--- src/rtl/core/prefix_stack_evaluator_assert.svh ---
// Assertion macros shared by the prefix stack evaluator RTL.
`ifndef PREFIX_STACK_EVALUATOR_ASSERT_SVH
`define PREFIX_STACK_EVALUATOR_ASSERT_SVH
// Implication checked on every rising clock edge outside reset.
`define PSE_ASSERT_IMP(label, clk, rst_n, ante, cons, msg) \
    label: assert property (@(posedge clk) disable iff (!rst_n) (ante) |-> (cons)) \
        else $error(msg);
// Next-cycle implication checked on every rising clock edge outside reset.
`define PSE_ASSERT_NXT(label, clk, rst_n, ante, cons, msg) \
    label: assert property (@(posedge clk) disable iff (!rst_n) (ante) |=> (cons)) \
        else $error(msg);
`endif

--- src/rtl/core/pse_pkg.sv ---
// Package with the types and constants of the prefix stack evaluator.
package pse_pkg;
    localparam int StackDepth = 256;
    localparam int PtrW = $clog2(StackDepth);
    localparam int CntW = $clog2(StackDepth + 1);

    localparam logic [2:0] MODE_OPERAND = 3'd0;
    localparam logic [2:0] MODE_ADD = 3'd1;
    localparam logic [2:0] MODE_SUB = 3'd2;
    localparam logic [2:0] MODE_MUL = 3'd3;
    localparam logic [2:0] MODE_DIV = 3'd4;
    localparam logic [2:0] MODE_POW = 3'd5;

    localparam logic [1:0] ST_OK = 2'd0;
    localparam logic [1:0] ST_UNDER = 2'd1;
    localparam logic [1:0] ST_OVER = 2'd2;
    localparam logic [1:0] ST_DIVZ = 2'd3;

    typedef struct packed {
        logic [2:0] mode;
        logic [30:0] operand_value;
        logic last;
    } t_in_item;

    typedef struct packed {
        logic signed [31:0] value;
        logic [1:0] status;
    } t_out_item;

    // Request from the sequencer to the arithmetic unit.
    typedef struct packed {
        logic start;
        logic [2:0] mode;
    } t_alu_req;

    typedef enum logic [2:0] {
        S_IDLE, S_READ, S_WAIT, S_START, S_EXEC, S_FINISH, S_OUT
    } t_state;
endpackage

--- src/rtl/core/pse_alu.sv ---
// Multi-cycle arithmetic unit: add, subtract, multiply, divide and power.
module pse_alu (
    input  logic             i_clk,
    input  logic             i_rst_n,
    input  pse_pkg::t_alu_req i_req,
    input  logic [31:0]      i_l,
    input  logic [31:0]      i_r,
    output logic             o_done,
    output logic [31:0]      o_result,
    output logic             o_divz
);
    import pse_pkg::*;

    typedef enum logic [2:0] {
        A_IDLE, A_DIV, A_POW_MUL, A_POW_SQ, A_DONE
    } t_alu_state;

    t_alu_state r_st, n_st;
    logic [31:0] r_res, n_res;
    logic r_divz, n_divz;
    logic [31:0] r_a, n_a;     // dividend shift or power base
    logic [31:0] r_b, n_b;     // divisor magnitude or exponent
    logic [32:0] r_rem, n_rem;
    logic [5:0] r_cnt, n_cnt;
    logic r_neg, n_neg;
    logic [32:0] w_sub;
    logic [31:0] w_rem_sh;
    logic [31:0] w_mag_l, w_mag_r;

    assign w_mag_l = i_l[31] ? (32'd0 - i_l) : i_l;
    assign w_mag_r = i_r[31] ? (32'd0 - i_r) : i_r;
    assign w_rem_sh = {r_rem[30:0], r_a[31]};
    assign w_sub = {1'b0, w_rem_sh} - {1'b0, r_b};

    // Next-state and datapath of the divide and square-multiply loops.
    always_comb begin
        n_st = r_st;
        n_res = r_res;
        n_divz = r_divz;
        n_a = r_a;
        n_b = r_b;
        n_rem = r_rem;
        n_cnt = r_cnt;
        n_neg = r_neg;
        unique case (r_st)
            A_IDLE: begin
                if (i_req.start) begin
                    n_divz = 1'b0;
                    n_st = A_DONE;
                    unique case (i_req.mode)
                        MODE_ADD: n_res = i_l + i_r;
                        MODE_SUB: n_res = i_l - i_r;
                        MODE_MUL: n_res = i_l * i_r;
                        MODE_DIV: begin
                            if (i_r == 32'd0) begin
                                n_res = 32'd0;
                                n_divz = 1'b1;
                            end else begin
                                n_a = w_mag_l;
                                n_b = w_mag_r;
                                n_rem = 33'd0;
                                n_cnt = 6'd32;
                                n_neg = i_l[31] ^ i_r[31];
                                n_st = A_DIV;
                            end
                        end
                        default: begin
                            if (i_r[31]) begin
                                if (i_l == 32'd1) begin
                                    n_res = 32'd1;
                                end else if (i_l == 32'hFFFF_FFFF) begin
                                    n_res = i_r[0] ? 32'hFFFF_FFFF : 32'd1;
                                end else begin
                                    n_res = 32'd0;
                                end
                            end else begin
                                n_res = 32'd1;
                                n_a = i_l;
                                n_b = i_r;
                                n_st = A_POW_MUL;
                            end
                        end
                    endcase
                end
            end
            A_DIV: begin
                // One quotient bit per cycle, restoring form.
                if (!w_sub[32]) begin
                    n_rem = {1'b0, w_sub[31:0]};
                    n_res = {r_res[30:0], 1'b1};
                end else begin
                    n_rem = {1'b0, w_rem_sh};
                    n_res = {r_res[30:0], 1'b0};
                end
                n_a = {r_a[30:0], 1'b0};
                n_cnt = r_cnt - 6'd1;
                if (r_cnt == 6'd1) begin
                    n_st = A_DONE;
                    if (r_neg) begin
                        n_res = 32'd0 - n_res;
                    end
                end
            end
            A_POW_MUL: begin
                if (r_b == 32'd0) begin
                    n_st = A_DONE;
                end else begin
                    if (r_b[0]) begin
                        n_res = r_res * r_a;
                    end
                    n_st = A_POW_SQ;
                end
            end
            A_POW_SQ: begin
                n_a = r_a * r_a;
                n_b = {1'b0, r_b[31:1]};
                n_st = A_POW_MUL;
            end
            default: n_st = A_IDLE;
        endcase
    end

    always_ff @(posedge i_clk) begin
        if (!i_rst_n) begin
            r_st <= A_IDLE;
        end else begin
            r_st <= n_st;
        end
        r_res <= n_res;
        r_divz <= n_divz;
        r_a <= n_a;
        r_b <= n_b;
        r_rem <= n_rem;
        r_cnt <= n_cnt;
        r_neg <= n_neg;
    end

    assign o_done = (r_st == A_DONE);
    assign o_result = r_res;
    assign o_divz = r_divz;
endmodule

--- config.mk ---
export PLATFORM = sky130hd
export DESIGN_NAME = pse_alu
export DESIGN_NICKNAME = d
export VERILOG_FILES = /design/src/rtl/core/prefix_stack_evaluator_assert.svh /design/src/rtl/core/pse_pkg.sv /design/src/rtl/core/pse_alu.sv
export SDC_FILE = /design/constraint.sdc
export NUM_CORES = 2
export LEC_CHECK = 0
export ABC_AREA = 1
export BUFFER_PORTS_ARGS = -buffer_cell sky130_fd_sc_hd__buf_4
export CAP_MARGIN = 20
export CORE_AREA = 10 10 427 429
export CTS_CLUSTER_DIAMETER = 60
export DETAILED_ROUTE_END_ITERATION = 8
export DIE_AREA = 0 0 437 439
export GPL_TIMING_DRIVEN = 0
export HOLD_SLACK_MARGIN = 0.02
export SLEW_MARGIN = 40
export SYNTH_ARGS = -nofsm -noshare
export SYNTH_HDL_FRONTEND = slang
export SYNTH_SLANG_ARGS = --single-unit
--- constraint.sdc ---
create_clock -name i_clk -period 10.6 [get_ports i_clk]
set_input_delay 1.59 -clock i_clk [delete_from_list [all_inputs] [get_ports i_clk]]
set_output_delay 1.59 -clock i_clk [all_outputs]
set_load 0.01 [all_outputs]
# Word level (Yosys, flattened, before mapping)
# Index checks and enable logic that the tools add are counted.
word_totals:
  reg_bits: 138
  wordCells: 99
classes:
  addsub: 7
  mul: 3
  eq_ne: 21
  mux: 43
  bitwise: 2
  reduce_logical: 15
op_table:
  columns: ["operator", "n"]
  rows:
  - ["32-bit two-way mux", 19]
  - ["32-bit one-hot mux with 2 select lines", 3]
  - ["32-bit one-hot mux with 3 select lines", 2]
  - ["32-bit one-hot mux with 4 select lines", 1]
  - ["31-bit two-way mux", 4]
  - ["32-bit by 32-bit multiplier with 32-bit output", 3]
  - ["1-bit by 32-bit subtractor with 32-bit output, first input constant", 3]
  - ["32-bit logical NOT", 2]
  - ["31-bit one-hot mux with 2 select lines", 1]
  - ["32-bit by 32-bit subtractor with 33-bit output", 1]
  - ["32-bit adder", 1]
  - ["32-bit by 1-bit equality test with 1-bit output, second input constant", 1]
  - ["32-bit equality test, second input constant", 1]
  - ["32-bit subtractor", 1]
  - ["6-bit two-way mux", 3]
  - ["3-bit two-way mux", 5]
  - ["5-bit AND reduction", 3]
  - ["3-bit by 2-bit equality test with 1-bit output, second input constant", 4]
  - ["2-bit inequality test, second input constant", 6]
  - ["3-bit one-hot mux with 4 select lines", 1]
  - ["6-bit one-hot mux with 2 select lines", 1]
  - ["4-bit AND reduction", 2]
  - ["3-bit by 1-bit equality test with 1-bit output, second input constant", 2]
  - ["3-bit equality test, second input constant", 2]
  - ["other kinds (14)", 19]

# Logic depth before layout (Yosys ltp)
logic_depth:
  ltp_word: 7
  depth_mapped: 34
  depth_no_buf: 31

# Worst setup path before layout
# Ideal clock, no wire load.
synth_timing:
  path_type: "input to register"
  from: "input i_r[4]"
  to: "register r_res[27] (netlist: o_result[27]) (data pin)"
  arrival_ns: 7.992
  slack_ns: 2.352
  stages: 28
  n_path_buf: 3
  cell_sequence: "clkbuf_1 clkbuf_1 buf_1 nand2_1 inv_1 fa_1 inv_1 fa_1 fa_1 fa_1 inv_1 fa_1 inv_1 fa_1 inv_1 fa_1 fa_1 ha_1 a21oi_1 o21ai_0 a21oi_1 nand3_1 a21o_1 or2_2 nand3_1 nand3_1 a21oi_1 nand2_1"
synth_between:
  elab_chain_len: 4
synth_rtl:
  columns: ["element", "line_no", "source"]
  rows:
  - ["from (decl)", "pse_alu.sv:7", "input logic [31:0] i_r,"]
  - ["32-bit by 32-bit multiplier with 32-bit output (tied with other cells)", "pse_alu.sv:53", "MODE_MUL: n_res = i_l * i_r;"]
  - ["32-bit one-hot mux with 4 select lines *", "pse_alu.sv:50", "unique case (i_req.mode)"]
  - ["32-bit two-way mux *", "pse_alu.sv:47", "if (i_req.start) begin"]
  - ["32-bit one-hot mux with 3 select lines *", "pse_alu.sv:45", "unique case (r_st)"]
  - ["net n_res[27]", "pse_alu.sv:19", "logic [31:0] r_res, n_res;"]
  - ["to (signal assigned)", "pse_alu.sv:129", "r_res <= n_res;"]
  - ["to (decl)", "pse_alu.sv:19", null]
# Mark *: on every way through the listed nets, which the timed path passes. The rest lies on a longest branch. The select of a mux whose other input is x is not followed.
# A chain may end at the register's enable or synchronous reset.

# Final worst setup path
layout_timing:
  from: "input i_l[13]"
  to: "register r_res[29] (netlist: o_result[29]) (data pin)"
layout_between:
  elab_chain_len: 7
layout_rtl:
  columns: ["element", "line_no", "source"]
  rows:
  - ["from (decl)", "pse_alu.sv:6", "input logic [31:0] i_l,"]
  - ["branches (longest 4 deep; another with 32-bit by 32-bit multiplier with 32-bit output)", null, null]
  - ["32-bit one-hot mux with 4 select lines *", "pse_alu.sv:50", null]
  - ["32-bit two-way mux *", "pse_alu.sv:47", null]
  - ["32-bit one-hot mux with 3 select lines *", "pse_alu.sv:45", null]
  - ["net n_res[29]", "pse_alu.sv:19", null]
# Mark *: on every way through the listed nets, which the timed path passes. The select of a mux whose other input is x is not followed.

==> metrics <==
outcome finished clean; crit path kind in2reg; final setup margin 0.561 ns; CP required 10.83 ns; Post-Syn Nets 9772; WP data arrival 10.27 ns; min-delay worst type reg2reg; Site Rows 153; Clk Latency, worst-skew pair 0.50 ns; IO Port Bufs 83; CTS buffer count 17; CTS max path bufs 2; Primary FF master, synth edfxtp_1; FF-to-FF setup slack 1.30 ns; worst r2r path cells 28; Total Routing Usage GR 25.5%; worst rel slew slack 34.6%; Setup Skew 0.0136 ns; WL per Instance 23.5 um; Seq cells post-synth 138; Clock Pin Slew Worst Setup and Hold Paths 0.07 ns; H-tree levels 4; # DRC 0; Via density 5.12; Worst Tran Pin Value 0.982 ns; gpl congestion 1.03; Placeable Area 173000 um^2; CTS tree yes; dpl cells 10.5k; DR pass1 iterations 7; Syn Area/Cell 7.48 um^2; Routed Antenna Nets 0; Setup Fix Bufs, Post-CTS 0; CP Launch Point i_l[13]; vias in the first global route 55.2k; sequential fraction of the synthesis area 6.82%; Fmax achieved 99.6 MHz; CP max-delay cell clkbuf_1; max cap viols 0; global-route wire length before repair 364000 um; final max-slew violation count 0; Die Y 439 um; r2r endpoint r_a[29]; largest net degree at the start of global routing 33; Crit path top cell by count fa_1; CTS Hold Buffers Added 0; worst slack, placed 0.229 ns; ratio of cells with drive above 1 in the final layout 3.87%; largest fanout on the critical path 10; placed wire-length estimate 210000 um; clk sinks 138; mapped cell area 60400 um^2; DR vias 53.9k; critical path startpoint category input pin; width of the chip 437 um; worst reg2reg path startpoint r_a[6]; top post-synthesis cells by area fa_1 39%, inv_1 14%, nand2_1 13%; final hold vios 0; Worst Hold Path Cells 1; detailed router's first-iteration violation count 5154; Area Growth Syn to Fin 7.27%; Die Area 192000 um^2; grt ovf 0; CP endpoint kind register; fin crit period 10.04 ns; Mapped Cells 8074; list of most frequent post-synthesis cells 2256 x inv_1, 2011 x nand2_1, 1185 x fa_1, 443 x ha_1, 332 x a21oi_1; number of synthesized flops with an enable pin 135; Final Setup Violations 0; top-area cell type share of the netlist area 39.3%; Synth cell types 66; initial antenna violation count 9; NumNets Final 9884; YS warnings 0; Ports 104; WL final 248000 um; crit-path max cell delay 0.62 ns; CP endpoint o_result[29]; cell taking the most area after synthesis fa_1; CTS Root Cell clkbuf_16; Synth async-reset ratio 0%; Min Hold Slack 0.594 ns; most frequent cell after synthesis inv_1; Final Non-Filler Cells 10.5k; Final Cycle Share 94.7%; unrepaired setup endpoints after global routing false; CTS resizes 0; Starting Density 34.8%
-- critical path, delay by kind of cell --
family / cells / cell delay, ns
AND/OR/NAND/NOR: 9 / 1.59
AO/OA/AOI/OAI: 4 / 0.61
adder cells (fa/ha/maj): 9 / 4.32
buffers and inverters: 7 / 2.14
-- through the flow --
stage	instance area [um^2]	TNS [ns]	util (%)
2_1_floorplan	60400	0	-
3_3_place_gp	63900	-0.337	36.8
3_5_place_dp	64100	0	37.0
4_1_cts	64700	0	37.3
5_1_grt	64700	0	37.3
6_report	64700	0	37.3
-- cells by family (layout without fill, tap and decap cells) --
logic type	after synthesis	count (layout)	synth area share, %
buf+inv	2646	2771	16.5
compound gates	815	815	7.51
fa+ha+maj	1628	1628	48.5
simple gates	2672	2672	18.1
xor+xnor	174	174	2.52
flops	138	138	6.82
mux	1	1	0.0166
other cells	0	5	0
-- area by class of cell --
cell class,count,area (um^2)
Multi-Input combinational cell,5290,46300
Inverter,2267,8510
Fill cell,18600,109000
Antenna cell,5,12.5
Buffer,379,1580
Clock buffer,17,425
Tap cell,2325,2910
Sequential cell,138,4110
Timing Repair Buffer,93,747
Clock inverter,15,156
-- per-layer routing --
| metal | track usage (%) | vias to the layer above | part of all wire, % |
|---|---|---|---|
| met1 | 32.5 | 26800 | 39 |
| met4 | 14.3 | 8 | 6.8 |
| li1 | - | 23900 | - |
| met2 | 41.2 | 2609 | 45 |
| met3 | 4.18 | 595 | 8.7 |
| met5 | 0 | - | 0.023 |
-- sequential cells by signal, indices dropped and copies added (netlist names) --
| name | cells |
|---|---|
| r_st | 3 |
| r_a | 32 |
| o_divz | 1 |
| r_cnt | 6 |
| r_rem | 31 |
| r_neg | 1 |
| r_b | 32 |
| o_result | 32 |
-- worst min-delay path by stage --
stage | start | end | slack, ns
after global routing | r_cnt[0] | r_cnt[0] | 0.62
after floorplan | r_cnt[0] | r_cnt[0] | 0.56
after global placement | r_cnt[0] | r_cnt[0] | 0.58
after CTS | r_cnt[0] | r_cnt[0] | 0.60
after detailed placement | r_cnt[0] | r_cnt[0] | 0.59
final | r_cnt[0] | r_cnt[0] | 0.59
-- placed cells by master (no fill, tap or decap), types with 9 or more instances in the layout --
cell type	count
or2_2	21
o211ai_1	46
nand4_1	31
buf_1	66
clkbuf_1	202
a21oi_1	332
o21a_1	9
nand3b_1	20
buf_4	88
clkbuf_16	17
nor4_1	23
nand2_1	2011
nor3_2	9
ha_1	443
inv_1	2255
nor2_1	249
o21ai_1	22
o21ai_0	292
buf_2	44
a31oi_1	13
fa_1	1185
o21bai_1	21
nor3_1	53
nand3_1	206
clkbuf_2	64
xor2_1	93
inv_2	11
a21o_1	23
xnor2_1	81
or2_1	9
edfxtp_1	135
Power is not shown: default switching activity piles up to over one toggle a cycle in this logic, so the estimate is an artifact.
